--- config.mk ---
export PLATFORM = sky130hd
export DESIGN_NAME = sbp_queue
export DESIGN_NICKNAME = d
export VERILOG_FILES = /design/src/hdl/sbp_pkg.sv /design/src/hdl/sbp_queue.sv
export SDC_FILE = /design/constraint.sdc
export NUM_CORES = 1
export LEC_CHECK = 0
export BUFFER_PORTS_ARGS = -buffer_cell sky130_fd_sc_hd__buf_2
export CAP_MARGIN = 20
export CORE_ASPECT_RATIO = 2
export CORE_UTILIZATION = 60
export DETAILED_ROUTE_END_ITERATION = 10
export PLACE_DENSITY = 0.83
export SLEW_MARGIN = 0
export SYNTH_ARGS = -nofsm -noshare
export SYNTH_HDL_FRONTEND = slang
export SYNTH_SLANG_ARGS = --single-unit
--- constraint.sdc ---
create_clock -name aclk -period 3.8 [get_ports aclk]
set_clock_uncertainty 0.2 [all_clocks]
set_input_delay 0 -clock aclk [delete_from_list [all_inputs] [get_ports aclk]]
set_output_delay 0 -clock aclk [all_outputs]
set_load 0.02 [all_outputs]
--- src/hdl/sbp_pkg.sv ---
// Shared types and constants of the staggered Bezier position block.
// No dependencies; every other file imports this package.
package sbp_pkg;

    localparam int SLOT_COUNT = 16;
    localparam int QUEUE_DEPTH = 4;
    localparam int DIV_STAGES = 16;

    localparam logic [2:0] REG_POINT0 = 3'd0;
    localparam logic [2:0] REG_POINT1 = 3'd1;
    localparam logic [2:0] REG_POINT2 = 3'd2;
    localparam logic [2:0] REG_POINT3 = 3'd3;
    localparam logic [2:0] REG_DEGREE = 3'd4;
    localparam logic [2:0] REG_DURATION = 3'd5;

    localparam logic [15:0] DURATION_RESET = 16'd1000;
    localparam logic [16:0] T_ONE = 17'h10000;

    typedef struct packed {
        logic [15:0] elapsed_ms;
        logic [3:0]  slot_index;
    } in_t;

    typedef struct packed {
        logic signed [15:0] pos_x;
        logic signed [15:0] pos_y;
    } out_t;

    typedef enum logic [2:0] {
        CLS_ZERO = 3'b001,
        CLS_ONE  = 3'b010,
        CLS_DIV  = 3'b100
    } cls_t;

    typedef struct packed {
        logic [3:0][31:0] points;
        logic [1:0]       degree;
        logic [15:0]      dur;
        logic [18:0]      den;
    } cfg_t;

    typedef struct packed {
        cls_t        cls;
        logic [18:0] rem;
    } entry_t;

    typedef struct packed {
        logic full;
        logic empty;
    } qstat_t;

endpackage

--- src/hdl/sbp_queue.sv ---
// Short queue between front and back ends.
// Depends on sbp_pkg.
module sbp_queue (
    input  logic            aclk,
    input  logic            aresetn,
    input  logic            push,
    input  sbp_pkg::entry_t push_data,
    input  logic            pop,
    output sbp_pkg::entry_t pop_data,
    output sbp_pkg::qstat_t stat
);
    import sbp_pkg::*;

    localparam int PW = $clog2(QUEUE_DEPTH);

    entry_t        mem_reg [QUEUE_DEPTH];
    logic [PW-1:0] wr_ptr_reg, wr_ptr_next;
    logic [PW-1:0] rd_ptr_reg, rd_ptr_next;
    logic [PW:0]   count_reg, count_next;

    always_comb begin
        wr_ptr_next = push ? wr_ptr_reg + PW'(1) : wr_ptr_reg;
        rd_ptr_next = pop ? rd_ptr_reg + PW'(1) : rd_ptr_reg;
        count_next = count_reg + (PW+1)'(push) - (PW+1)'(pop);
        stat.full = (count_reg == (PW+1)'(QUEUE_DEPTH));
        stat.empty = (count_reg == '0);
        pop_data = mem_reg[rd_ptr_reg];
    end

    always_ff @(posedge aclk) begin
        if (push) begin
            mem_reg[wr_ptr_reg] <= push_data;
        end
    end

    always_ff @(posedge aclk) begin
        if (!aresetn) begin
            wr_ptr_reg <= '0;
            rd_ptr_reg <= '0;
            count_reg <= '0;
        end else begin
            wr_ptr_reg <= wr_ptr_next;
            rd_ptr_reg <= rd_ptr_next;
            count_reg <= count_next;
        end
    end

endmodule

; Word level (Yosys, flattened, before mapping)
; Memories as Yosys holds them, arrays and structs flattened. A register that Yosys moved wholly into a read port is not among the register bits.
; Index checks and enable logic that the tools add are counted.
[totals]
regBits = 7
ramBits = 88
out_inout_bits = 24
mem_count = 1
[mem_list]
columns = memory, depth, width, rd, rd_clocked_by_memory_dff, wr, line
row1 = mem_reg, 4, 22, 1, 1, 1, sbp_queue.sv:16  ; entry_t mem_reg [QUEUE_DEPTH];
[classes]
n_addsub = 4
eq_ne = 1
muxes = 4
n_reduce_logical = 1
[ops]
columns = cell, n
row1 = "2-bit by 1-bit adder with 2-bit output, second input constant", 2
row2 = 2-bit two-way mux, 2
row3 = 3-bit by 1-bit adder with 3-bit output, 1
row4 = "3-bit equality test, second input constant", 1
row5 = 3-bit zero test, 1
row6 = 3-bit by 1-bit subtractor with 3-bit output, 1
row7 = 1-bit two-way mux, 2

; Longest topological paths before layout
[depth]
ltp_word = 3
ltp_mapped = 7
mapped_depth_nobuf = 7

; Worst setup path after synthesis
; No wires, ideal clock.
[synth_timing]
kind = flip-flop to flip-flop
startpoint = register count_reg[0]
endpoint = register count_reg[2]
t_arrival_ns = 1.554
required_ns = 3.483
path_slack_ns = 1.929
path_stages_with_launch = 8
path_buffers = 0
path_cell_list = dfxtp_1 > inv_1 > ha_1 > inv_1 > ha_1 > fa_1 > xor3_1 > nor2_1
[synth_between]
elab_chain_len = 2
[synth_lines]
columns = element, line
row1 = "start, declared", sbp_queue.sv:19  ; logic [PW:0] count_reg, count_next;
row2 = "start signal, assigned", sbp_queue.sv:44  ; count_reg <= count_next;
row3 = 3-bit by 1-bit adder with 3-bit output, sbp_queue.sv:24  ; count_next = count_reg + (PW+1)'(push) - (PW+1)'(pop);
row4 = 3-bit by 1-bit subtractor with 3-bit output, sbp_queue.sv:24
; Every way passes these cells.
; A chain may end at the register's enable or synchronous reset.

==> impl_metrics.toml <==
[setup_path]
crit_required_ns = 3.60
slowest_delay_ns = 1.01
cp_max_fo = 22
critPathKind = "reg2out"
cp.arrival_ns = 1.96
crit_slowest_cell = "dfxtp_1"
startpoint_type = "register"
cp_cell_sequence = "mux4_2, buf_2"
cp-end-kind = "primary output"

[grt]
grt_max_degree = 23
overflow = 0
grt_pass1_wl_um = 9810
grt_use_total_pct = 22.2
grt_pass1_vias = 1925
grt_antenna_before_repair = 0

[power_and_ir_drop]
internal-power_w = 0.00188
switching_share_pct = 22.3
power_w = 0.00241
p_leak_nw = 1.61
power_density_nw_per_um2 = 536
pwr-share-seq_pct = 52.5
power_switching_w = 0.000538
power_frac_clock_pct = 35.0
ir_worst_vdd_uv = 558
combPwrFrac_pct = 12.5

[finish]
nNetsFinal = 273
n_antenna_cell = 0
areaGrowthSynthToFinish_pct = 24.3
drive_gt1_share_pct = 35.1
largest_register_ffs = 88
final_util_pct = 78.2

[floorplan]
die_width_um = 56.9
fp.dieH_um = 112
initial_core_util_pct = 62.9
core.rowCount = 39
ios = 50
core-area_um2 = 5760
dieArea_um2 = 6370

[place]
port_buffers = 49
hpwl_um = 3790
place_congestion = 0.748

[detailed_routing]
first_pass_iters = 7
wl_um = 6270
ant_nets = 0
avgRoutedWirePerCell_um = 20.5
route.detailed.drc = 10
via_per_inst = 5.71
drtIter0Drc = 97
vias = 1748

[timing]
setup_violations = 0
rsz0062_at_grt = "no"
tns_ns = 0
finalCritPeriodShare_pct = 57.0
slew_headroom_pct = 29.5
worst_pin_slew_ns = 1.06
period_needed_ns = 2.16
max_freq_mhz = 462
maxSlewViolCount = 0
finalHoldViolCount = 0

[synth]
synthTopCellsByArea = "edfxtp_1 (73%), mux4_2 (12%), dfxtp_1 (5.0%)"
yosysSeqAreaShare_pct = 78.0
syn_area_um2 = 3620
syn_avg_cell_area_um2 = 23.1
ys_types = 19
synth_nets = 190
synth_cells = 157
yosysTopAreaCellShare_pct = 73.0
yosysWarnings = 0
yosysTopAreaCell = "edfxtp_1"
ys_ff_latch = 97

[clock_tree]
post_cts_resized = 0
cts_made_buffers = 9
cts_tree = "yes"
clkTransAtPathRegs_ns = 0.06
htreeDepth = 3
clk_latency_ns = 0.34
cts_buffer_depth = 2
cts_num_sinks = 97
post-cts-setup-buffer-count = 0
root_buffer = "clkbuf_16"

[min_path]
hold_path.class = "in2reg"

[status]
violations = "design-rule violations"
outcome = "finished with violations"

[run]
cap_violations = 0
-- power by group through the flow --
stage | combinational, W | clock, W | sequential [W]
finish | 0.000302 | 0.000845 | 0.00127
global route | 0.000322 | 0.000904 | 0.00127
CTS | 0.000289 | 0.000854 | 0.00127
detailed placement | 0.000267 | 0 | 0.00129
global placement | 0.000251 | 0 | 0.00128
floorplan | 0.000199 | 0 | 0.00126
-- timing repair --
| item | 4_1_cts | 5_1_grt |
|---|---|---|
| hold buffers | 25 | 0 |
| endpoints found under the setup margin | 0 | 0 |
| hold endpoints to repair | 97 | 0 |
-- metrics by stage --
stage / instances / hold WS, ns / setup slack, ns / cell area [µm²]
final: 306 / 0.219 / 1.64 / 4500
after global routing: 306 / 0.218 / 1.48 / 4500
after CTS: 304 / 0.205 / 1.58 / 4450
after detailed placement: 263 / 0.0171 / 1.74 / 3910
after global placement: 263 / 0.0130 / 1.86 / 3910
after floorplan: 157 / -0.101 / 1.93 / 3620
-- kinds of logic after synthesis --
kind of cell | Yosys count | synth area share [%]
AO/OA/AOI/OAI | 2 | 0.415
XOR/XNOR | 3 | 1.14
adder cells (fa/ha/maj) | 7 | 2.63
buffers and inverters | 11 | 1.62
flip-flops | 97 | 78.0
multiplexers | 23 | 14.2
AND/OR/NAND/NOR | 14 | 2.07
-- worst max-delay path, delay by kind of cell, from the launching register on --
family / cells / cell delay [ns]
buffers and inverters: 1 / 0.18
muxes: 1 / 0.44
DFF: 1 / 1.01
-- final timing paths --
check	cells after the start	to	slack (ns)	from
hold reg to reg	2	rd_ptr_reg[1]$_SDFFE_PN0P_	0.35	rd_ptr_reg[0]$_SDFFE_PN0P_
hold / removal	2	mem_reg[3][4]$_DFFE_PP_	0.22	push_data[4]
setup reg to reg	3	mem_reg[2][17]$_DFFE_PP_	1.79	wr_ptr_reg[0]$_SDFFE_PN0P_
setup / recovery	2	pop_data[0]	1.64	register
-- final cells by class --
cell class	count	area (µm²)
fill	306	1260
tap	61	76.3
sequential	97	2820
clock inverter	2	10.0
inverter	7	26.3
multi-input combinational	49	739
clock buffer	14	275
timing repair buffer	76	551
-- cell usage after synthesis --
cell type	n
a21bo_2	1
a21oi_1	1
and2_1	6
and3_1	1
buf_2	2
buf_6	2
dfxtp_1	9
edfxtp_1	88
fa_1	1
ha_1	6
inv_1	7
mux2i_1	1
mux4_1	2
mux4_2	20
nand3b_1	1
nor2_1	5
nor3_1	1
xnor2_1	2
xor3_1	1
-- per-layer routing --
metal / part of all wire [%] / global-route usage, % / wire length (µm)
met3: 4.3 / 5.81 / 272
met2: 56 / 37.8 / 3510
met5: 0 / 0 / 0
met1: 38 / 25.9 / 2400
met4: 1.5 / 9.92 / 93
-- cell usage in the layout (no fill, tap or decap), types with 3 or more instances in the layout --
cell,netlist,routed
nor2_1,5,5
dfxtp_1,9,8
inv_1,7,7
edfxtp_1,88,88
ha_1,6,6
buf_2,2,49
dlygate4sd3_1,0,25
clkbuf_1,0,3
clkbuf_16,0,10
mux4_2,20,20
and2_1,6,6
(Power assumes the default switching activity.)
