==> src/hdl/sbp_pkg.sv <==
// Shared types and constants of the staggered Bezier position block.
// No dependencies; every other file imports this package.
package sbp_pkg;

    localparam int SLOT_COUNT = 16;
    localparam int QUEUE_DEPTH = 4;
    localparam int DIV_STAGES = 16;

    localparam logic [2:0] REG_POINT0 = 3'd0;
    localparam logic [2:0] REG_POINT1 = 3'd1;
    localparam logic [2:0] REG_POINT2 = 3'd2;
    localparam logic [2:0] REG_POINT3 = 3'd3;
    localparam logic [2:0] REG_DEGREE = 3'd4;
    localparam logic [2:0] REG_DURATION = 3'd5;

    localparam logic [15:0] DURATION_RESET = 16'd1000;
    localparam logic [16:0] T_ONE = 17'h10000;

    typedef struct packed {
        logic [15:0] elapsed_ms;
        logic [3:0]  slot_index;
    } in_t;

    typedef struct packed {
        logic signed [15:0] pos_x;
        logic signed [15:0] pos_y;
    } out_t;

    typedef enum logic [2:0] {
        CLS_ZERO = 3'b001,
        CLS_ONE  = 3'b010,
        CLS_DIV  = 3'b100
    } cls_t;

    typedef struct packed {
        logic [3:0][31:0] points;
        logic [1:0]       degree;
        logic [15:0]      dur;
        logic [18:0]      den;
    } cfg_t;

    typedef struct packed {
        cls_t        cls;
        logic [18:0] rem;
    } entry_t;

    typedef struct packed {
        logic full;
        logic empty;
    } qstat_t;

endpackage

==> src/hdl/sbp_div.sv <==
// Back end, part one: pipelined restoring divider, one quotient bit per stage.
// Depends on sbp_pkg.
module sbp_div (
    input  logic            aclk,
    input  logic            aresetn,
    input  logic            adv,
    input  logic            in_valid,
    input  sbp_pkg::entry_t in_entry,
    input  sbp_pkg::cfg_t   cfg,
    output logic            t_valid,
    output logic [16:0]     t_val
);
    import sbp_pkg::*;

    logic [18:0] rem_reg [DIV_STAGES+1];
    logic [15:0] q_reg   [DIV_STAGES+1];
    cls_t        cls_reg [DIV_STAGES+1];
    logic        vld_reg [DIV_STAGES+1];

    logic [19:0] r2   [DIV_STAGES];
    logic        ge   [DIV_STAGES];
    logic [19:0] diff [DIV_STAGES];

    always_comb begin
        for (int k = 0; k < DIV_STAGES; k++) begin
            r2[k] = {rem_reg[k], 1'b0};
            ge[k] = (r2[k] >= {1'b0, cfg.den});
            diff[k] = r2[k] - {1'b0, cfg.den};
        end
        unique case (cls_reg[DIV_STAGES])
            CLS_ZERO: t_val = '0;
            CLS_ONE:  t_val = T_ONE;
            CLS_DIV:  t_val = {1'b0, q_reg[DIV_STAGES]};
            default:  t_val = '0;
        endcase
        t_valid = vld_reg[DIV_STAGES];
    end

    always_ff @(posedge aclk) begin
        if (adv) begin
            rem_reg[0] <= in_entry.rem;
            q_reg[0] <= '0;
            cls_reg[0] <= in_entry.cls;
            for (int k = 0; k < DIV_STAGES; k++) begin
                rem_reg[k+1] <= ge[k] ? diff[k][18:0] : r2[k][18:0];
                q_reg[k+1] <= {q_reg[k][14:0], ge[k]};
                cls_reg[k+1] <= cls_reg[k];
            end
        end
    end

    always_ff @(posedge aclk) begin
        if (!aresetn) begin
            for (int k = 0; k <= DIV_STAGES; k++) begin
                vld_reg[k] <= 1'b0;
            end
        end else if (adv) begin
            vld_reg[0] <= in_valid;
            for (int k = 0; k < DIV_STAGES; k++) begin
                vld_reg[k+1] <= vld_reg[k];
            end
        end
    end

endmodule

==> config.mk <==
export PLATFORM = sky130hd
export DESIGN_NAME = sbp_div
export DESIGN_NICKNAME = d
export VERILOG_FILES = /design/src/hdl/sbp_pkg.sv /design/src/hdl/sbp_div.sv
export SDC_FILE = /design/constraint.sdc
export NUM_CORES = 1
export LEC_CHECK = 0
export BUFFER_PORTS_ARGS = -buffer_cell sky130_fd_sc_hd__buf_2
export CAP_MARGIN = 20
export CORE_AREA = 2 2 248 250
export CTS_BUF_LIST = sky130_fd_sc_hd__clkbuf_2 sky130_fd_sc_hd__clkbuf_4 sky130_fd_sc_hd__clkbuf_8
export DETAILED_ROUTE_END_ITERATION = 10
export DIE_AREA = 0 0 250 252
export PLACE_DENSITY = 0.86
export SETUP_SLACK_MARGIN = 0.1
export SYNTH_ARGS = -nofsm -noshare
export SYNTH_HDL_FRONTEND = slang
export SYNTH_SLANG_ARGS = --single-unit
==> constraint.sdc <==
create_clock -name aclk -period 4.24 [get_ports aclk]
set_input_delay 0.636 -clock aclk [delete_from_list [all_inputs] [get_ports aclk]]
set_output_delay 0.636 -clock aclk [all_outputs]
set_load 0.01 [all_outputs]
# Word level (Yosys, flattened, before mapping)
# Memory sizes are Yosys's and may differ from the RTL's.
# Cells that the tools add are included.
[totals]
inputBits = 191
mem_bits_rw = 663
latchBits = 0
rom_bits = 0
word_cells = 94
n_memories = 4
ff_bits = 0
out_inout_bits = 18
[memory_table]
columns = ["memory", "words", "width", "read_ports", "rd_clocked_by_memory_dff", "wr", "line", "source"]
rows = [
  ["rem_reg", 17, 19, 16, 0, 17, "sbp_div.sv:15", "logic [18:0] rem_reg [DIV_STAGES+1];"],
  ["q_reg", 17, 16, 17, 0, 17, "sbp_div.sv:16", "logic [15:0] q_reg [DIV_STAGES+1];"],
  ["cls_reg", 17, 3, 17, 0, 17, "sbp_div.sv:17", "cls_t cls_reg [DIV_STAGES+1];"],
  ["vld_reg", 17, 1, 17, 0, 17, "sbp_div.sv:18", "logic vld_reg [DIV_STAGES+1];"],
]
[op_classes]
order_cmp = 16
eq_ne = 2
n_div = 0
n_mux = 39
add_sub_neg = 16
multipliers = 0
n_reduce_logical = 0
shifts = 0
bitwise = 17
[op_table]
columns = ["op", "count"]
rows = [
  ["$ge 20x19->1", 16],
  ["$mux 19", 16],
  ["$sub 19x19->19", 16],
  ["$pmux 17 s2", 1],
  ["$mux 1", 22],
  ["$or 1x1->1", 17],
  ["$eq 3x2->1 const B", 1],
  ["$eq 3x3->1 const B", 1],
]

# Longest topological paths before layout
# Gate-level depths: netlist of run 1.
[depth]
word_depth = 4
mapped_depth = 13
ltp_nobuf = 11

# Worst setup path after synthesis of run 1
# No wires, ideal clock.
[synth_path]
path_type = "input to register"
start = "in cfg[0] (netlist name)"
end = "mem rem_reg[15][1] (netlist: rem_reg[0][286]) (data pin)"
path_buffers = 2
setup_time_ns = 0.260
path_slack_ns = -0.283
path_stages = 12
required_ns = 3.980
arrival_ns = 4.263
cell_sequence = "inv_1 > clkbuf_1 > fa_1 > a21o_1 > a21oi_2 > o21ai_1 > o21ai_2 > or3_1 > nand3_1 > a221o_1 > buf_4 > mux2_2"
[synth_rtl]
columns = ["element", "line", "source"]
rows = [
  ["from (decl)", "sbp_div.sv:9", "input sbp_pkg::cfg_t cfg,"],
  ["to (decl)", "sbp_div.sv:15", ""],
]

==> summary.txt, run 1 <==
Worst EP arrival - 3.76 ns
number of diodes - 0
num ports - 209
Synth Register Bits - 508
maximum VDD drop - 310 uV
CP top delay family - compound AO/OA/AOI/OAI gates
final setup violation count - 0
Net Sw Frac - 39.4%
Slew Limit Fails - 0
final hold vios - 0
worst hold path type - in -> reg
Worst-Skew Late Latency - 0.71 ns
Most Frequent Cell on Critical Path - a21o_1
Logic pwr share - 51.5%
DRT antenna net count - 0
pin count of the biggest net entering global routing - 124
XOR/XNOR Fraction of Synth Area - 5.65%
synthesized instance count - 3041
crit start category - flip-flop
total grt overflow - 0
Vias/cell - 6.12
worst hold path depth - 1
hold_buf cts - 0
WS Path Type - reg -> reg
CP cell instances - fa_1 > a21o_1 > a21o_1 > a2111oi_4 > o2111ai_1 > o21ai_2 > buf_6 > mux2_2
post-CTS setup buffer count - 0
Vias - 24800
final wirelength - 74600 um
pwr dens - 756 nW/um2
synth top area cells - edfxtp_1, ha_1, a21oi_1, mux2_2, o21ai_0
Crit-path slowest cell - o21ai_2
Fmax achieved - 300 MHz
main combinational cell family by area after synthesis - compound AO/OA/AOI/OAI gates
Post-synth EDFFs - 508
area share of the largest cell type after synthesis - 46.4%
end of the worst register-to-register path - rem_reg[0][153]$_DFFE_PP_
GPL Wtd Cong - 0.911
die area - 63000 um2
first-pass GRT wire length - 120000 um
final setup TNS - 0 ns
Setup Skew - 0.0402 ns
crit path time final - 3.33 ns
multiplexer share of the synthesized area - 3.96%
Flop pwr share - 32.3%
Min-Delay Startpoint - in_entry[5]
# resized after CTS - 0
Req. time, crit path - 4.67 ns
period utilization - 78.6%
Pleak - 0.0147 uW
most common cell after layout, fill and taps aside - edfxtp_1
clock root cell - clkbuf_8
Internal Power - 16700 uW
fraction of the mapped netlist area in simple logic gates - 11.1%
Setup WS pre-CTS - 0.186 ns
Die Width - 250 um
antenna violations before repair - 0
total CTS buffers - 89
max reg flops - 304
PortBufs - 62
WP buf/inv - 1
reg2reg start - rem_reg[0][133]$_SDFFCE_PN0P_
area of the multi-input gates - 16900 um2
starting density of the core - 54.6%
Pre-antenna DRT Iters - 6
unrepaired setup endpoints after global routing - no
Adder-Cell Fraction of Synth Area - 12.5%
Syn Nets - 3550
R2R depth - 8
Net Switching - 10900 uW
Worst-Margin Slew - 0.945 ns
status - completed
die height - 252 um
vias in the first global route - 23900
clk sink count - 508
area delta synth->final - 10.8%
CP max stage delay - 0.53 ns
Seq/Total Area, Yosys - 46.4%
Clock Path Buffers - 3
# nets final - 3710
Unique masters post-synth - 79
CTS tree - built
area leader, netlist - edfxtp_1
fill count - 4881
Final HPWL DP - 52900 um
crit-path max FO - 21
ratio of cells with drive above 1 in the final layout - 12.8%
CTS H-tree depth - 3
PnR worst setup slack - 0.908 ns
num rows - 90
gr usage total - 23.5%
wire length per cell - 18.4 um
Compound-Gate Fraction of Synth Area - 18.0%
Fin Hold WS - 0.101 ns
Synth Flop Type - edfxtp_1
Clock transition at path regs - 0.07 ns
slew margin rel. - 36.9%
First DRT Iteration DRCs - 2118
Synth Cell Area - 32900 um2
core area - 60100 um2
register-to-register setup slack - 0.91 ns
Post-Syn Area per Cell - 10.8 um2
Crit. End Element - flip-flop
WHS Endpoint - rem_reg[0][5]$_DFFE_PP_
FF/Latch Area - 15300 um2
Clock power frac - 16.2%
commonest non-fill, non-tap cells in the layout - edfxtp_1, ha_1, a21oi_1
maxcap violations - 0
DRC viols - 0
total power - 27500 uW
synth warn - 0
fraction of registers with async set/reset - 0%
metal layers:
layer  GRT usage [%]  part of all wire (%)
met1            29.2                    42
met2            40.7                    49
met3            3.32                   5.8
met4            10.5                   4.0
met5               0                     0
worst max path at each step:
| stage | from | endpoint | slack, ns | cells past startpoint |
|---|---|---|---|---|
| finish | rem_reg[0][133]$_SDFFCE_PN0P_ | rem_reg[0][153]$_DFFE_PP_ | 0.91 | 8 |
| global route | rem_reg[0][133]$_SDFFCE_PN0P_ | rem_reg[0][153]$_DFFE_PP_ | 0.79 | 8 |
| CTS | rem_reg[0][133]$_SDFFCE_PN0P_ | rem_reg[0][153]$_DFFE_PP_ | 0.68 | 7 |
| detailed placement | cfg[1] | rem_reg[0][153]$_DFFE_PP_ | 0.19 | 9 |
| global placement | cfg[1] | rem_reg[0][153]$_DFFE_PP_ | 0.18 | 9 |
| floorplan | cfg[0] | rem_reg[0][87]$_DFFE_PP_ | 0.34 | 11 |
worst reg2reg max path: cells and delay by family, from the launching register on:
kind / cells / cell delay [ns]
buffers and inverters: 1 / 0.27
AOI/OAI and AO/OA: 5 / 1.54
muxes: 1 / 0.36
DFF: 1 / 0.45
adders and majority gates: 1 / 0.44
cells by family after synthesis:
group | after synthesis
muxes | 116
buffers and inverters | 188
adders and majority gates | 318
and+or+nand+nor | 761
xor gates and xnor gates | 212
AOI/OAI and AO/OA | 938
DFF | 508
cell type report:
cell class / instances / share of cell area [%]
Clock buffer: 105 / 3.71
Clock inverter: 54 / 1.04
Inverter: 106 / 1.09
Multi-Input combinational cell: 2345 / 46.3
Sequential cell: 508 / 41.9
Tap cell: 782 / 2.69
Timing Repair Buffer: 151 / 3.25
cell usage after synthesis (25+ instances only):
library cell,n
nand2b_1,25
xor2_1,90
inv_1,106
o21bai_1,36
nand3_1,60
o21a_1,31
nand2_1,246
a21o_1,134
a31oi_1,31
o21ai_0,227
mux2_2,101
xnor2_1,122
nor2_1,192
clkbuf_1,51
and2_1,30
and3_1,49
ha_1,303
nor2b_1,37
nand4_1,31
a21oi_1,296
edfxtp_1,508
through the flow:
stage	std cells	utilization (%)	cell area, um2
final	4051	60.5	36400
after global routing	4051	60.5	36400
after CTS	4049	60.5	36400
after detailed placement	3890	57.6	34600
after global placement	3890	57.6	34600
after floorplan	3041	-	32900
power groups by stage:
stage / Clock [uW] / Sequential [uW] / Combinational (uW)
2_1_floorplan: 0 / 8550 / 10900
3_3_place_gp: 0 / 8890 / 13400
3_5_place_dp: 0 / 8930 / 13800
4_1_cts: 4590 / 8850 / 14000
5_1_grt: 4780 / 9010 / 15700
6_report: 4470 / 8880 / 14200
(Power assumes the default switching activity.)
==> inputs of run 2 (changes only) <==
==> constraint.sdc (replaced) <==
create_clock -name aclk -period 2.9 [get_ports aclk]
set_input_delay 0.435 -clock aclk [delete_from_list [all_inputs] [get_ports aclk]]
set_output_delay 0.435 -clock aclk [all_outputs]
set_load 0.01 [all_outputs]
==> run 2 against run 1 <==
The flow now finishes with violations (negative setup slack). Utilization rose by 11 points. Sequential power rose by 49%. Global-route usage rose by 4.0 points. Clock power rose by 48%. Non-clock buffer count rose by 652. Count of clock-buffer cells in the layout rose by 8. Register-to-register slack got worse by 1.2 ns. Power rose by 80%. Hold slack got worse by 0.012 ns.
==> summary.txt, run 2 (synthesis results as in run 1) <==
area of the multi-input gates - 18000 um2 (was 16900 um2)
commonest non-fill, non-tap cells in the layout - buf_4, edfxtp_1, ha_1 (was edfxtp_1, ha_1, a21oi_1)
final wirelength - 95400 um (was 74600 um)
PortBufs - 62 (unchanged)
CTS tree - built (unchanged)
# nets final - 4364 (was 3710)
DRT antenna net count - 0 (unchanged)
die area - 63000 um2 (unchanged)
Flop pwr share - 26.6% (was 32.3%)
period utilization - 109% (was 78.6%)
crit path time final - 3.15 ns (was 3.33 ns)
PnR worst setup slack - -0.251 ns (was 0.908 ns)
core area - 60100 um2 (unchanged)
num ports - 209 (unchanged)
status - finished, violations left (was completed)
most common cell after layout, fill and taps aside - buf_4 (was edfxtp_1)
Placed Cells - 4448 (was 3890)
Clock power frac - 13.3% (was 16.2%)
unrepaired setup endpoints after global routing - yes (was no)
DRC viols - 0 (unchanged)
clock root cell - clkbuf_8 (unchanged)
Clock Path Buffers - 3 (unchanged)
Internal Power - 30100 uW (was 16700 uW)
area delta synth->final - 31.5% (was 10.8%)
Worst-Skew Late Latency - 0.73 ns (was 0.71 ns)
first-pass GRT wire length - 140000 um (was 120000 um)
failing checks - negative setup slack
Worst EP arrival - 3.61 ns (was 3.76 ns)
FF/Latch Area - 15300 um2 (unchanged)
slew margin rel. - 49.8% (was 36.9%)
total power - 49600 uW (was 27500 uW)
WS Path Type - reg -> reg (unchanged)
total grt overflow - 0 (unchanged)
die height - 252 um (unchanged)
Post-Layout Cell Count - 4709 (was 4051)
crit-path max FO - 7 (was 21)
Crit. End Element - flip-flop (unchanged)
maxcap violations - 0 (unchanged)
Fmax achieved - 317 MHz (was 300 MHz)
maximum VDD drop - 582 uV (was 310 uV)
Logic pwr share - 60.0% (was 51.5%)
wire length per cell - 20.3 um (was 18.4 um)
Setup Skew - 0.0470 ns (was 0.0402 ns)
max reg flops - 304 (unchanged)
Setup WS pre-CTS - -0.396 ns (was 0.186 ns)
total CTS buffers - 90 (was 89)
clk sink count - 508 (unchanged)
Final HPWL DP - 61300 um (was 52900 um)
Clock transition at path regs - 0.06 ns (was 0.07 ns)
Die Width - 250 um (unchanged)
Pleak - 0.0186 uW (was 0.0147 uW)
ratio of cells with drive above 1 in the final layout - 31.0% (was 12.8%)
CTS H-tree depth - 3 (unchanged)
num rows - 90 (unchanged)
Pre-antenna DRT Iters - 6 (unchanged)
starting density of the core - 54.6% (unchanged)
Net Sw Frac - 39.3% (was 39.4%)
fill count - 3796 (was 4881)
register-to-register setup slack - -0.25 ns (was 0.91 ns)
antenna violations before repair - 3 (was 0)
pwr dens - 1150 nW/um2 (was 756 nW/um2)
vias in the first global route - 27900 (was 23900)
Worst-Margin Slew - 0.753 ns (was 0.945 ns)
GPL Wtd Cong - 0.914 (was 0.911)
Vias/cell - 6.09 (was 6.12)
Req. time, crit path - 3.36 ns (was 4.67 ns)
gr usage total - 27.5% (was 23.5%)
Vias - 28700 (was 24800)
pin count of the biggest net entering global routing - 125 (was 124)
First DRT Iteration DRCs - 2648 (was 2118)
final hold vios - 0 (unchanged)
Net Switching - 19500 uW (was 10900 uW)
worst hold path type - in -> reg (unchanged)
Slew Limit Fails - 0 (unchanged)
Fin Hold WS - 0.0889 ns (was 0.101 ns)
crit start category - flip-flop (unchanged)
final setup violation count - 58 (was 0)
-- run 2: cell types whose count changed in the layout (fill, tap and decap cells not counted), sizes merged, moves of 2 or more --
cell         previous run  this run
buf                   151       771
dlygate4sd3             0        22
clkbuf                105       123
clkinv                 45        36
diode                   0         4
inv                   108       110
-- run 2: path summary, 6_finish.rpt --
check                                     start                           to  cells after the start
hold / removal                         in_valid  vld_reg[0][0]$_SDFFCE_PN0P_                      2
setup / recovery  rem_reg[0][133]$_SDFFCE_PN0P_    rem_reg[0][156]$_DFFE_PP_                      9
hold reg to reg        cls_reg[0][35]$_DFFE_PP_     cls_reg[0][38]$_DFFE_PP_                      0
setup reg to reg  rem_reg[0][133]$_SDFFCE_PN0P_    rem_reg[0][156]$_DFFE_PP_                      9
-- run 2: area by class of cell --
type	instances	area share [%]
diodes	4	0.0232
clock buffers	113	3.27
clock inverters	47	0.736
inverters	106	0.947
multi-input cells	2346	41.6
flip-flops and latches	508	35.3
well taps	782	2.26
repair buffers	803	15.9
-- run 2: power groups by stage --
stage / Combinational (uW) / Sequential (uW) / Clock [uW]
6_report: 29800 / 13200 / 6620
5_1_grt: 32100 / 13300 / 7040
4_1_cts: 26400 / 13100 / 6690
3_5_place_dp: 25500 / 13200 / 0
3_3_place_gp: 24600 / 13100 / 0
2_1_floorplan: 17000 / 12500 / 0
-- run 2: layer usage --
layer,vias up,track usage (%),wire [um]
li1,13200,-,-
met1,13700,33.3,36800
met2,1345,47.7,46500
met3,405,4.79,7120
met4,2,13.2,4980
met5,-,0,13
-- run 2: timing repair --
action	4_1_cts	5_1_grt
gates resized for setup	34	174
endpoints found under the hold margin	22	0
cloned	4	12
pin swaps	19	53
setup endpoints to repair	82	219
hold buffers	22	0
buffers inserted	18	43
-- run 2: through the flow --
step	area (um2)	util [%]	setup TNS (ns)
4_1_cts	41900	69.7	0
2_1_floorplan	33400	-	-72.56
6_report	43200	71.8	-4.82
5_1_grt	43200	71.8	-8.96
3_5_place_dp	39500	65.7	-58.49
3_3_place_gp	39500	65.7	-47.38
-- run 2: critical path: stages (launching register included) --
cell	delay, ns
edfxtp_1	0.43
fa_2	0.39
a21o_1	0.17
a21o_1	0.26
a2111oi_4	0.51
buf_6	0.21
o2111ai_4	0.15
o21ai_4	0.27
buf_12	0.19
mux2_4	0.31
