--- config.mk ---
export PLATFORM = sky130hd
export DESIGN_NAME = sbp_front
export DESIGN_NICKNAME = d
export VERILOG_FILES = /design/src/hdl/sbp_pkg.sv /design/src/hdl/sbp_front.sv
export SDC_FILE = /design/constraint.sdc
export NUM_CORES = 1
export LEC_CHECK = 0
export BUFFER_PORTS_ARGS = -buffer_cell sky130_fd_sc_hd__buf_2
export CAP_MARGIN = 20
export CORE_ASPECT_RATIO = 1.5
export CORE_MARGIN = 2
export CORE_UTILIZATION = 40
export DETAILED_ROUTE_END_ITERATION = 16
export PLACE_DENSITY = 0.85
export SYNTH_ARGS = -nofsm -noshare
export SYNTH_HDL_FRONTEND = slang
export SYNTH_SLANG_ARGS = --single-unit
--- constraint.sdc ---
create_clock -name vclk -period 12
set_input_delay 2.4 -clock vclk [all_inputs]
set_output_delay 2.4 -clock vclk [all_outputs]
set_load 0.01 [all_outputs]
--- src/hdl/sbp_pkg.sv ---
// Shared types and constants of the staggered Bezier position block.
// No dependencies; every other file imports this package.
package sbp_pkg;

    localparam int SLOT_COUNT = 16;
    localparam int QUEUE_DEPTH = 4;
    localparam int DIV_STAGES = 16;

    localparam logic [2:0] REG_POINT0 = 3'd0;
    localparam logic [2:0] REG_POINT1 = 3'd1;
    localparam logic [2:0] REG_POINT2 = 3'd2;
    localparam logic [2:0] REG_POINT3 = 3'd3;
    localparam logic [2:0] REG_DEGREE = 3'd4;
    localparam logic [2:0] REG_DURATION = 3'd5;

    localparam logic [15:0] DURATION_RESET = 16'd1000;
    localparam logic [16:0] T_ONE = 17'h10000;

    typedef struct packed {
        logic [15:0] elapsed_ms;
        logic [3:0]  slot_index;
    } in_t;

    typedef struct packed {
        logic signed [15:0] pos_x;
        logic signed [15:0] pos_y;
    } out_t;

    typedef enum logic [2:0] {
        CLS_ZERO = 3'b001,
        CLS_ONE  = 3'b010,
        CLS_DIV  = 3'b100
    } cls_t;

    typedef struct packed {
        logic [3:0][31:0] points;
        logic [1:0]       degree;
        logic [15:0]      dur;
        logic [18:0]      den;
    } cfg_t;

    typedef struct packed {
        cls_t        cls;
        logic [18:0] rem;
    } entry_t;

    typedef struct packed {
        logic full;
        logic empty;
    } qstat_t;

endpackage

--- src/hdl/sbp_front.sv ---
// Front end: forms the stagger-adjusted time numerator and classifies it.
// Depends on sbp_pkg.
module sbp_front (
    input  sbp_pkg::in_t   in_data,
    input  sbp_pkg::cfg_t  cfg,
    output sbp_pkg::entry_t entry
);
    import sbp_pkg::*;

    logic [3:0]         slot_eff;
    logic [18:0]        five_e;
    logic [19:0]        slot_dur;
    logic signed [20:0] u;

    always_comb begin
        slot_eff = (int'(in_data.slot_index) >= SLOT_COUNT) ? 4'(SLOT_COUNT - 1)
                                                            : in_data.slot_index;
        five_e = {1'b0, in_data.elapsed_ms, 2'b00} + {3'b000, in_data.elapsed_ms};
        slot_dur = 20'(slot_eff) * 20'(cfg.dur);
        u = $signed({2'b00, five_e}) - $signed({1'b0, slot_dur});
        entry.rem = u[18:0];
        if (u <= 21'sd0) begin
            entry.cls = CLS_ZERO;
        end else if (u >= $signed({2'b00, cfg.den})) begin
            entry.cls = CLS_ONE;
        end else begin
            entry.cls = CLS_DIV;
        end
    end

endmodule

After elaboration in Yosys (flattened, before gate mapping):

Index checks and enable logic that the tools add are counted.

* multiplexer cells: 2
* add/sub/neg operators: 2
* $lt $le $gt $ge: 2
* $mul: 1

Operators with widths (number)
* $ge 21x20->1: 1
* $le 21x1->1 const B: 1
* $sub 19x20->21: 1
* $mul 4x16->20: 1
* $add 18x16->19: 1
* $mux 3: 2

* flip-flop bits (word level): 0
* word-level logic and storage cells: 7
* output and inout port bits: 22
* input bits: 185

Longest topological paths before layout:

Gate-level depths: netlist (run 1).

* depth after elaboration: 5
* mapped depth: 22
* gate-level depth less buffers: 22

Least setup slack after synthesis (run 1):

OpenSTA, ideal clock, no wires.

* path type: in2out
* from: input in_data[1] (netlist bit)
* to: output entry[20] (netlist bit)
* buffers on the path: 1
* arrival: 7.112 ns
* path slack: 2.488 ns
* required time: 9.600 ns
* stages: 22
* cell sequence: clkbuf_1 -> nand2_1 -> fa_1 -> inv_1 -> ha_1 -> fa_1 -> inv_1 -> ha_1 -> a21o_1 -> a21oi_2 -> a21o_2 -> a211oi_1 -> or3_1 -> and2_1 -> ha_1 -> nand4_1 -> nor4_1 -> nand4_1 -> nand3_1 -> o221ai_1 -> nor4b_1 -> nor3b_1

RTL lines
* start, declared: line sbp_front.sv:4 `input sbp_pkg::in_t in_data,`
* end, declared: line sbp_front.sv:6 `output sbp_pkg::entry_t entry`

==> results.sh, run 1 <==
export IMPL_status="complete, no violations"
export IMPL_synth_top_area_share_pct=33.3
export IMPL_avgSynthCellArea_sq_um=7.89
export IMPL_grt_pass1_wl_mm=15.0
export IMPL_slew_violations=0
export IMPL_die_w_um=82.1
export IMPL_syn_area_sq_mm=0.00366
export IMPL_grt_pass1_vias=3552
export IMPL_hp_class="in2out"
export IMPL_rsz0062_at_grt="no"
export IMPL_ys_types=55
export IMPL_slowest_stage="fa_1"
export IMPL_setup_violations=0
export IMPL_fillCellCount=870
export IMPL_grt_overflow=0
export IMPL_cp_cell_sequence="buf_2 > nand2_1 > fa_1 > fa_1 > inv_1 > fa_1 > inv_1 > ha_1 > or3_1 > o211ai_1 > inv_1 > or3_1 > and2_1 > ha_1 > nand4_1 > nor4_1 > nand4_1 > nand3_1 > o221ai_1 > nor4b_1 > nor3b_1 > buf_2"
export IMPL_critPathMaxFanout=16
export IMPL_cap_violations=0
export IMPL_crit_type="in2out"
export IMPL_pwr_share_comb_pct=100.0
export IMPL_cp_top_family="adder cells"
export IMPL_grt_max_degree=17
export IMPL_p_per_area_mw_per_mm2=261
export IMPL_cpPeakStageDelay_ns=0.57
export IMPL_p_int_w=0.000440
export IMPL_io_buffers=77
export IMPL_worstMarginPinSlew_ns=0.431
export IMPL_die_y_um=121
export IMPL_yosysWarnings=0
export IMPL_ys_seq_area_share_pct=0
export IMPL_grt_util_all_layers_pct=18.3
export IMPL_sw_frac_of_total_pct=59.4
export IMPL_ios=207
export IMPL_routed_via_density=5.17
export IMPL_final_layout_size_suffix_gt1_share_pct=17.7
export IMPL_drt_first_pass_iters=4
export IMPL_max_freq_ghz=0.0988
export IMPL_syn_nets=757
export IMPL_synthTopCellsByCount="inv_1 (115), nand2_1 (68), fa_1 (61)"
export IMPL_drt_iter0_markers=137
export IMPL_start_kind="primary input"
export IMPL_p_clk_share_pct=0
export IMPL_power_net_switching_w=0.000645
export IMPL_fin_crit_sh_pct=84.3
export IMPL_synth_top_cell_by_area="fa_1"
export IMPL_n_antenna_cell=0
export IMPL_min_period_ns=10.12
export IMPL_critPathBufInv=5
export IMPL_drc_errors=0
export IMPL_wire_per_inst_um=13.2
export IMPL_p_seq_share_pct=0
export IMPL_place_gp_congestion=0.852
export IMPL_syn_inst=464
export IMPL_regArea_sq_um=0
export IMPL_cts_hold_buffers=0
export IMPL_leakage_nw=2.22
export IMPL_detail_route_antenna_nets=0
export IMPL_post_cts_buffers=0
export IMPL_crit_path_end_kind="primary output"
export IMPL_core_area_sq_mm=0.00888
export IMPL_synth_area_top_cells="fa_1 (33%), ha_1 (16%), inv_1 (12%), nand2_1 (7.0%), and2_1 (2.7%)"
export IMPL_antenna_found_initial=0
export IMPL_setup_tns_ns=0
export IMPL_fin_hold_ws_ns=5.38
export IMPL_area_delta_synth_final_pct=13.6
export IMPL_via_count=3342
export IMPL_vdd_drop_max_mv=0.216
export IMPL_drt_wl_total_mm=8.51
export IMPL_rows=42
export IMPL_n_sequential_cell=0
export IMPL_cp_required_ns=9.60
export IMPL_clkbuf_count=0
export IMPL_post_cts_resized=0
export IMPL_nets=831
export IMPL_crit_arrival_ns=7.72
export IMPL_hold_viol_final=0
export IMPL_slew_headroom_pct=71.3
export IMPL_start_util_pct=41.2
export IMPL_die_area_sq_mm=0.00995
export IMPL_dp_hpwl_mm=7.74
export IMPL_yosysMostFrequentCell="inv_1"
==> cells by family after synthesis <==
kind of cell	after synthesis	share of synthesized area [%]
AO/OA/AOI/OAI	80	15.2
XOR/XNOR	10	2.39
adder cells (fa/ha/maj)	108	49.4
buffers and inverters	120	12.5
multiplexers	2	0.581
AND/OR/NAND/NOR	144	20.0
==> path summary, 6_finish.rpt <==
| path | start | endpoint | slack [ns] | depth (start not counted) |
|---|---|---|---|---|
| max | in_data[3] | entry[20] | 1.88 | 22 |
| min | in_data[4] | entry[0] | 5.38 | 5 |
==> metrics by stage <==
step	area (sq um)	worst slack [ns]	instances	utilization, %	power, W
5_1_grt	4160	1.55	646	46.8	0.00123
3_3_place_gp	4160	1.94	646	46.8	0.00104
3_5_place_dp	4160	1.88	646	46.8	0.00108
2_1_floorplan	3660	2.49	464	-	0.000789
6_report	4160	1.88	646	46.8	0.00109
4_1_cts	4160	1.86	646	46.8	0.00109
==> cells in the final DEF, fill, tap and decap left out, types with 3 or more instances in the layout <==
master / count
nand4_1: 7
nor2_1: 12
nand2_1: 68
a21o_1: 6
and3b_1: 3
a21oi_1: 17
xor2_1: 5
nand3_1: 7
ha_1: 47
a31oi_1: 3
a211oi_1: 7
inv_1: 115
o211ai_1: 3
o21bai_1: 3
nor3_1: 6
a21oi_2: 6
and2_1: 16
o21ai_0: 17
nor4_1: 3
nor4b_1: 3
xnor2_1: 5
buf_2: 77
fa_1: 61
nand2b_1: 3
or3_1: 3
==> area by class of cell <==
cell class         instances  area [sq um]  share of cell area [%]
multi-input cells        344          3200                    77.0
well taps                110           138                    3.31
inverters                115           432                    10.4
repair buffers            77           385                    9.27
==> metal layers <==
layer / up-vias / wire length, um / GRT usage, % / share of wire, %
li1: 1645 / - / - / -
met1: 1587 / 3550 / 23.1 / 42
met2: 100 / 4470 / 34.7 / 53
met3: 10 / 387 / 0.670 / 4.5
met4: 0 / 97 / 2.19 / 1.1
met5: - / 0 / 0 / 0
==> power groups by stage <==
stage	clock network (W)	logic, W	registers [W]
2_1_floorplan	0	0.000789	0
3_3_place_gp	0	0.00104	0
3_5_place_dp	0	0.00108	0
4_1_cts	0	0.00109	0
5_1_grt	0	0.00123	0
6_report	0	0.00109	0
Note: power is estimated with default switching activity, not from simulation.
==> run 2, diff against run 1 <==
--- a/config.mk
+++ b/config.mk
@@ -5,13 +5,14 @@
 export SDC_FILE = /design/constraint.sdc
 export NUM_CORES = 1
 export LEC_CHECK = 0
+export ABC_AREA = 1
 export BUFFER_PORTS_ARGS = -buffer_cell sky130_fd_sc_hd__buf_2
 export CAP_MARGIN = 20
 export CORE_ASPECT_RATIO = 1.5
 export CORE_MARGIN = 2
 export CORE_UTILIZATION = 40
 export DETAILED_ROUTE_END_ITERATION = 16
-export PLACE_DENSITY = 0.85
+export PLACE_DENSITY = 0.86
 export SYNTH_ARGS = -nofsm -noshare
 export SYNTH_HDL_FRONTEND = slang
 export SYNTH_SLANG_ARGS = --single-unit
==> constraint.sdc (replaced) <==
create_clock -name vclk -period 8.2
set_input_delay 1.64 -clock vclk [all_inputs]
set_output_delay 1.64 -clock vclk [all_outputs]
set_load 0.01 [all_outputs]
==> run 2 against run 1 <==
Net effect: worst hold slack got worse by 1.5 ns; sequential cell count stayed put; via count rose by 16%; critical path depth rose by 7; setup slack got worse by 1.5 ns; critical path type unchanged; largest cell class unchanged; largest power group unchanged; highest routed layer unchanged.
==> results.sh, run 2 <==
export IMPL_pwr_share_comb_pct=100.0
export IMPL_synth_top_family_by_area="adder cells"
export IMPL_start_util_pct=40.9
export IMPL_ios=207
export IMPL_critPathBufInv=8
export IMPL_syn_inst=622
export IMPL_p_int_w=0.000615
export IMPL_n_sequential_cell=0
export IMPL_slowest_stage="fa_1"
export IMPL_syn_area_sq_mm=0.00397
export IMPL_grt_overflow=0
export IMPL_muxShareOfSynthArea_pct=0
export IMPL_syn_nets=915
export IMPL_p_seq_share_pct=0
export IMPL_drc_errors=0
export IMPL_final_setup_worst_slack_ns=0.353
export IMPL_p_clk_share_pct=0
export IMPL_cap_violations=0
export IMPL_die_y_um=126
export IMPL_detailedPlace_worstSlack_ns=0.269
export IMPL_max_freq_ghz=0.127
export IMPL_antenna_found_initial=0
export IMPL_synth_top_cell_by_area="fa_1"
export IMPL_nets=986
export IMPL_cp_required_ns=6.56
export IMPL_drt_wl_total_mm=9.24
export IMPL_hold_viol_final=0
export IMPL_min_from="in_data[4]"
export IMPL_synth_compound_area_share_pct=4.76
export IMPL_drt_iter0_markers=115
export IMPL_synth_xor_area_share_pct=1.29
export IMPL_mostFrequentLayoutCells="nand2_1 (189), inv_1 (187), buf_2 (74)"
export IMPL_mostFrequentLayoutCell="nand2_1"
export IMPL_area_delta_synth_final_pct=12.9
export IMPL_yosysMostFrequentCell="nand2_1"
export IMPL_worstMarginPinSlew_ns=0.322
export IMPL_routed_via_density=4.80
export IMPL_met3_length_um=324
export IMPL_core_area_sq_mm=0.00969
export IMPL_dp_hpwl_mm=8.49
export IMPL_grt_pass1_vias=4086
export IMPL_hold_path_end="entry[1]"
export IMPL_die_area_sq_mm=0.0107
export IMPL_ys_seq_area_share_pct=0
export IMPL_critPathMaxFanout=16
export IMPL_final_layout_size_suffix_gt1_share_pct=14.5
export IMPL_via_count=3869
export IMPL_power_net_switching_w=0.00105
export IMPL_io_buffers=77
export IMPL_cp_startpoint="in_data[0]"
export IMPL_crit_path_end_kind="primary output"
export IMPL_cpMostUsedCell="nand2_1"
export IMPL_slew_violations=0
export IMPL_n_antenna_cell=0
export IMPL_leakage_nw=2.79
export IMPL_setup_violations=0
export IMPL_synth_area_top_cells="fa_1 (31%), nand2_1 (18%), inv_1 (18%), ha_1 (15%), a21oi_1 (3.3%)"
export IMPL_cpPeakStageDelay_ns=0.53
export IMPL_wl_met1_mm=3.23
export IMPL_regArea_sq_um=0
export IMPL_setup_tns_ns=0
export IMPL_fin_crit_sh_pct=95.7
export IMPL_synth_top_area_share_pct=30.8
export IMPL_vdd_drop_max_mv=0.167
export IMPL_synth_simple_gate_area_share_pct=29.8
export IMPL_synthAdderAreaFrac_pct=45.6
export IMPL_met2WireLength_mm=5.49
export IMPL_ys_types=23
export IMPL_drt_first_pass_iters=4
export IMPL_top_layer="met4"
export IMPL_yosysWarnings=0
export IMPL_min_period_ns=7.85
export IMPL_sw_frac_of_total_pct=63.1
export IMPL_grt_util_all_layers_pct=17.9
export IMPL_crit_arrival_ns=6.21
export IMPL_grt_max_degree=17
export IMPL_synthTopCellsByCount="nand2_1 (189), inv_1 (187), fa_1 (61)"
export IMPL_wire_per_inst_um=11.5
export IMPL_clkbuf_count=0
export IMPL_hp_class="in2out"
export IMPL_slew_headroom_pct=78.5
export IMPL_status="complete, no violations"
export IMPL_rows=44
export IMPL_avgSynthCellArea_sq_um=6.38
export IMPL_rsz0062_at_grt="no"
export IMPL_start_kind="primary input"
export IMPL_die_w_um=85.3
export IMPL_dp_cells=806
export IMPL_grt_pass1_wl_mm=16.4
export IMPL_place_gp_congestion=0.910
export IMPL_crit_type="in2out"
export IMPL_p_per_area_mw_per_mm2=372
export IMPL_hold_depth=5
export IMPL_cts_hold_buffers=0
export IMPL_cp_top_family="adder cells"
export IMPL_fin_cells=806
export IMPL_detail_route_antenna_nets=0
[run 2: final cells by class]
class,instances,area (sq um)
fillers,1021,5210
inverters,188,706
multi-input cells,426,3240
well taps,115,144
repair buffers,77,393
[run 2: per-layer routing]
layer / vias up / global-route usage, %
met4: 0 / 3.55
met5: - / 0
met1: 1814 / 18.4
met2: 83 / 38.2
met3: 20 / 0.852
li1: 1952 / -
[run 2: how the worst max path moves through the flow]
stage,slack (ns),end,cells after the start
after global placement,0.43,entry[20],26
after floorplan,0.61,entry[20],26
after global routing,0.01,entry[20],28
final,0.35,entry[21],29
after detailed placement,0.27,entry[20],26
after CTS,0.26,entry[21],27
[run 2: repair_timing]
| item | CTS | global route |
|---|---|---|
| setup buffers | 0 | 0 |
| endpoints found under the setup margin | 0 | 2 |
| gates resized for setup | 0 | 4 |
[run 2: power by group through the flow]
stage          clock (W)  sequential (W)  combinational, W
2_1_floorplan          0               0           0.00122
3_3_place_gp           0               0           0.00162
3_5_place_dp           0               0           0.00166
4_1_cts                0               0           0.00167
5_1_grt                0               0           0.00192
6_report               0               0           0.00167
[run 2: metrics by stage]
step	hold WS (ns)	power [W]	area, sq um	utilization [%]
finish	3.91	0.00167	4480	46.2
global route	3.96	0.00192	4480	46.2
CTS	3.91	0.00167	4470	46.1
detailed placement	3.91	0.00166	4470	46.1
global placement	3.90	0.00162	4470	46.1
floorplan	3.59	0.00122	3970	-
[run 2: kinds of logic (layout without fill, tap and decap cells)]
kind of cell,count (synthesis),in the layout
AO/OA/AOI/OAI,36,36
XOR/XNOR,5,5
adder cells (fa/ha/maj),108,108
buffers and inverters,196,265
AND/OR/NAND/NOR,277,277
==> run 3, diff against run 2 <==
--- a/config.mk
+++ b/config.mk
@@ -5,14 +5,13 @@
 export SDC_FILE = /design/constraint.sdc
 export NUM_CORES = 1
 export LEC_CHECK = 0
-export ABC_AREA = 1
 export BUFFER_PORTS_ARGS = -buffer_cell sky130_fd_sc_hd__buf_2
 export CAP_MARGIN = 20
 export CORE_ASPECT_RATIO = 1.5
 export CORE_MARGIN = 2
 export CORE_UTILIZATION = 40
 export DETAILED_ROUTE_END_ITERATION = 16
-export PLACE_DENSITY = 0.86
+export PLACE_DENSITY = 0.88
 export SYNTH_ARGS = -nofsm -noshare
 export SYNTH_HDL_FRONTEND = slang
 export SYNTH_SLANG_ARGS = --single-unit
==> run 3 against run 2 <==
Net effect: sequential share of layout area is the same; wire length rose by 14%; design area up 13%; global-route usage rose by 2.7 points; critical path type unchanged; largest cell class unchanged; largest power group unchanged.
==> results.sh, run 3 (synthesized netlist as in run 1, its figures left out) <==
export IMPL_cap_violations=0
export IMPL_hp_class="in2out"
export IMPL_clkbuf_count=0
export IMPL_regArea_sq_um=0
export IMPL_cpPeakStageDelay_ns=0.61
export IMPL_drt_wl_total_mm=10.5
export IMPL_start_kind="primary input"
export IMPL_grt_util_all_layers_pct=20.6
export IMPL_n_antenna_cell=0
export IMPL_final_core_util_pct=56.8
export IMPL_cts_hold_buffers=0
export IMPL_drc_errors=0
export IMPL_routed_via_density=5.16
export IMPL_io_buffers=77
export IMPL_die_w_um=82.1
export IMPL_wire_per_inst_um=14.6
export IMPL_core_area_sq_mm=0.00888
export IMPL_top_layer="met4"
export IMPL_start_util_pct=41.2
export IMPL_rsz0062_at_grt="yes"
export IMPL_crit_path_end_kind="primary output"
export IMPL_cp_startpoint="in_data[3]"
export IMPL_setup_violations=0
export IMPL_min_from="in_data[4]"
export IMPL_crit_type="in2out"
export IMPL_drt_first_pass_iters=4
export IMPL_slew_headroom_pct=70.4
export IMPL_rows=42
export IMPL_place_gp_congestion=0.914
export IMPL_area_delta_synth_final_pct=37.8
export IMPL_critPathMaxFanout=6
export IMPL_detail_route_antenna_nets=0
export IMPL_final_layout_size_suffix_gt1_share_pct=34.2
export IMPL_mostFrequentLayoutCells="inv_1 (111), buf_2 (73), buf_4 (72)"
export IMPL_min_period_ns=8.13
export IMPL_cpMostUsedCell="fa_1"
export IMPL_fin_hold_ws_ns=3.86
export IMPL_wl_met1_mm=4.23
export IMPL_hold_viol_final=0
export IMPL_max_freq_ghz=0.123
export IMPL_die_y_um=121
export IMPL_cp_required_ns=6.56
export IMPL_grt_max_degree=15
export IMPL_grt_pass1_wl_mm=16.8
export IMPL_status="complete, no violations"
export IMPL_ios=207
export IMPL_cp_top_family="adder cells"
export IMPL_crit_arrival_ns=6.49
export IMPL_slew_violations=0
export IMPL_fin_crit_sh_pct=99.1
export IMPL_met2WireLength_mm=5.58
export IMPL_p_per_area_mw_per_mm2=449
export IMPL_antenna_found_initial=0
export IMPL_hold_depth=5
export IMPL_slowest_stage="fa_1"
export IMPL_grt_pass1_vias=3875
export IMPL_drt_iter0_markers=140
export IMPL_n_sequential_cell=0
export IMPL_critPathBufInv=6
export IMPL_grt_overflow=0
export IMPL_leakage_nw=2.64
export IMPL_via_count=3723
export IMPL_hold_path_end="entry[0]"
export IMPL_met3_length_um=458
export IMPL_die_area_sq_mm=0.00995
export IMPL_worstMarginPinSlew_ns=0.443
export IMPL_nets=906
export IMPL_vdd_drop_max_mv=0.422
export IMPL_cp_cell_sequence="buf_12 > buf_12 > nand2_4 > fa_1 > fa_1 > inv_2 > fa_1 > inv_2 > ha_4 > o211ai_1 > a21oi_2 > buf_4 > o211ai_4 > mux2i_2 > nor4_4 > ha_1 > nand4_1 > nor4_2 > nand4_1 > nand3_1 > o221ai_2 > nor4b_4 > and3b_1 > buf_2"
export IMPL_mostFrequentLayoutCell="inv_1"
export IMPL_dp_hpwl_mm=8.85
==> run 3: cell count changes in the layout (fill, tap and decap cells not counted), moves of 14 or more <==
cell	change
buf_4	+72
inv_1	-76
nand2_1	-125
a21oi_1	-14
and2_1	+15
nor2_1	-14
nand3_1	-15
==> run 3: metal layers <==
layer / GRT usage, % / vias up
li1: - / 1800
met1: 26.1 / 1782
met2: 39.0 / 117
met3: 0.446 / 24
met4: 2.81 / 0
met5: 0 / -
==> run 3: how the worst max path moves through the flow <==
| stage | cells after the start | end |
|---|---|---|
| global placement | 23 | entry[20] |
| floorplan | 22 | entry[20] |
| finish | 24 | entry[21] |
| global route | 24 | entry[21] |
| CTS | 21 | entry[20] |
| detailed placement | 23 | entry[20] |
==> run 3: stage by stage <==
stage / cell area (sq um) / total power, W / TNS [ns] / instances / setup slack [ns]
final: 5050 / 0.00227 / 0 / 721 / 0.0741
after global routing: 5050 / 0.00249 / -0.148 / 721 / -0.0819
after CTS: 4750 / 0.00204 / 0 / 716 / 0.00336
after detailed placement: 4700 / 0.00199 / -0.592 / 716 / -0.300
after global placement: 4700 / 0.00192 / -0.340 / 716 / -0.185
after floorplan: 3660 / 0.00115 / 0 / 464 / 0.208
==> run 3: what timing repair did <==
action                     CTS  global route
setup endpoints to repair    2             2
gates resized for setup     17            48
gates cloned                 0             1
hold endpoints to repair     0             0
pin swaps                    8            35
setup buffers                0             4
==> run 3: area by class of cell <==
type / count / area, sq um
Tap cell: 110 / 138
Inverter: 115 / 432
Multi-Input combinational cell: 344 / 3460
Fill cell: 784 / 3830
Timing Repair Buffer: 152 / 1020
==> run 3: power by group <==
| part | switching, W | internal, W | total, W |
|---|---|---|---|
| Clock | 0 | 0 | 0 |
| Combinational | 0.00117 | 0.00109 | 0.00227 |
| Sequential | 0 | 0 | 0 |
| Total | 0.00117 | 0.00109 | 0.00227 |
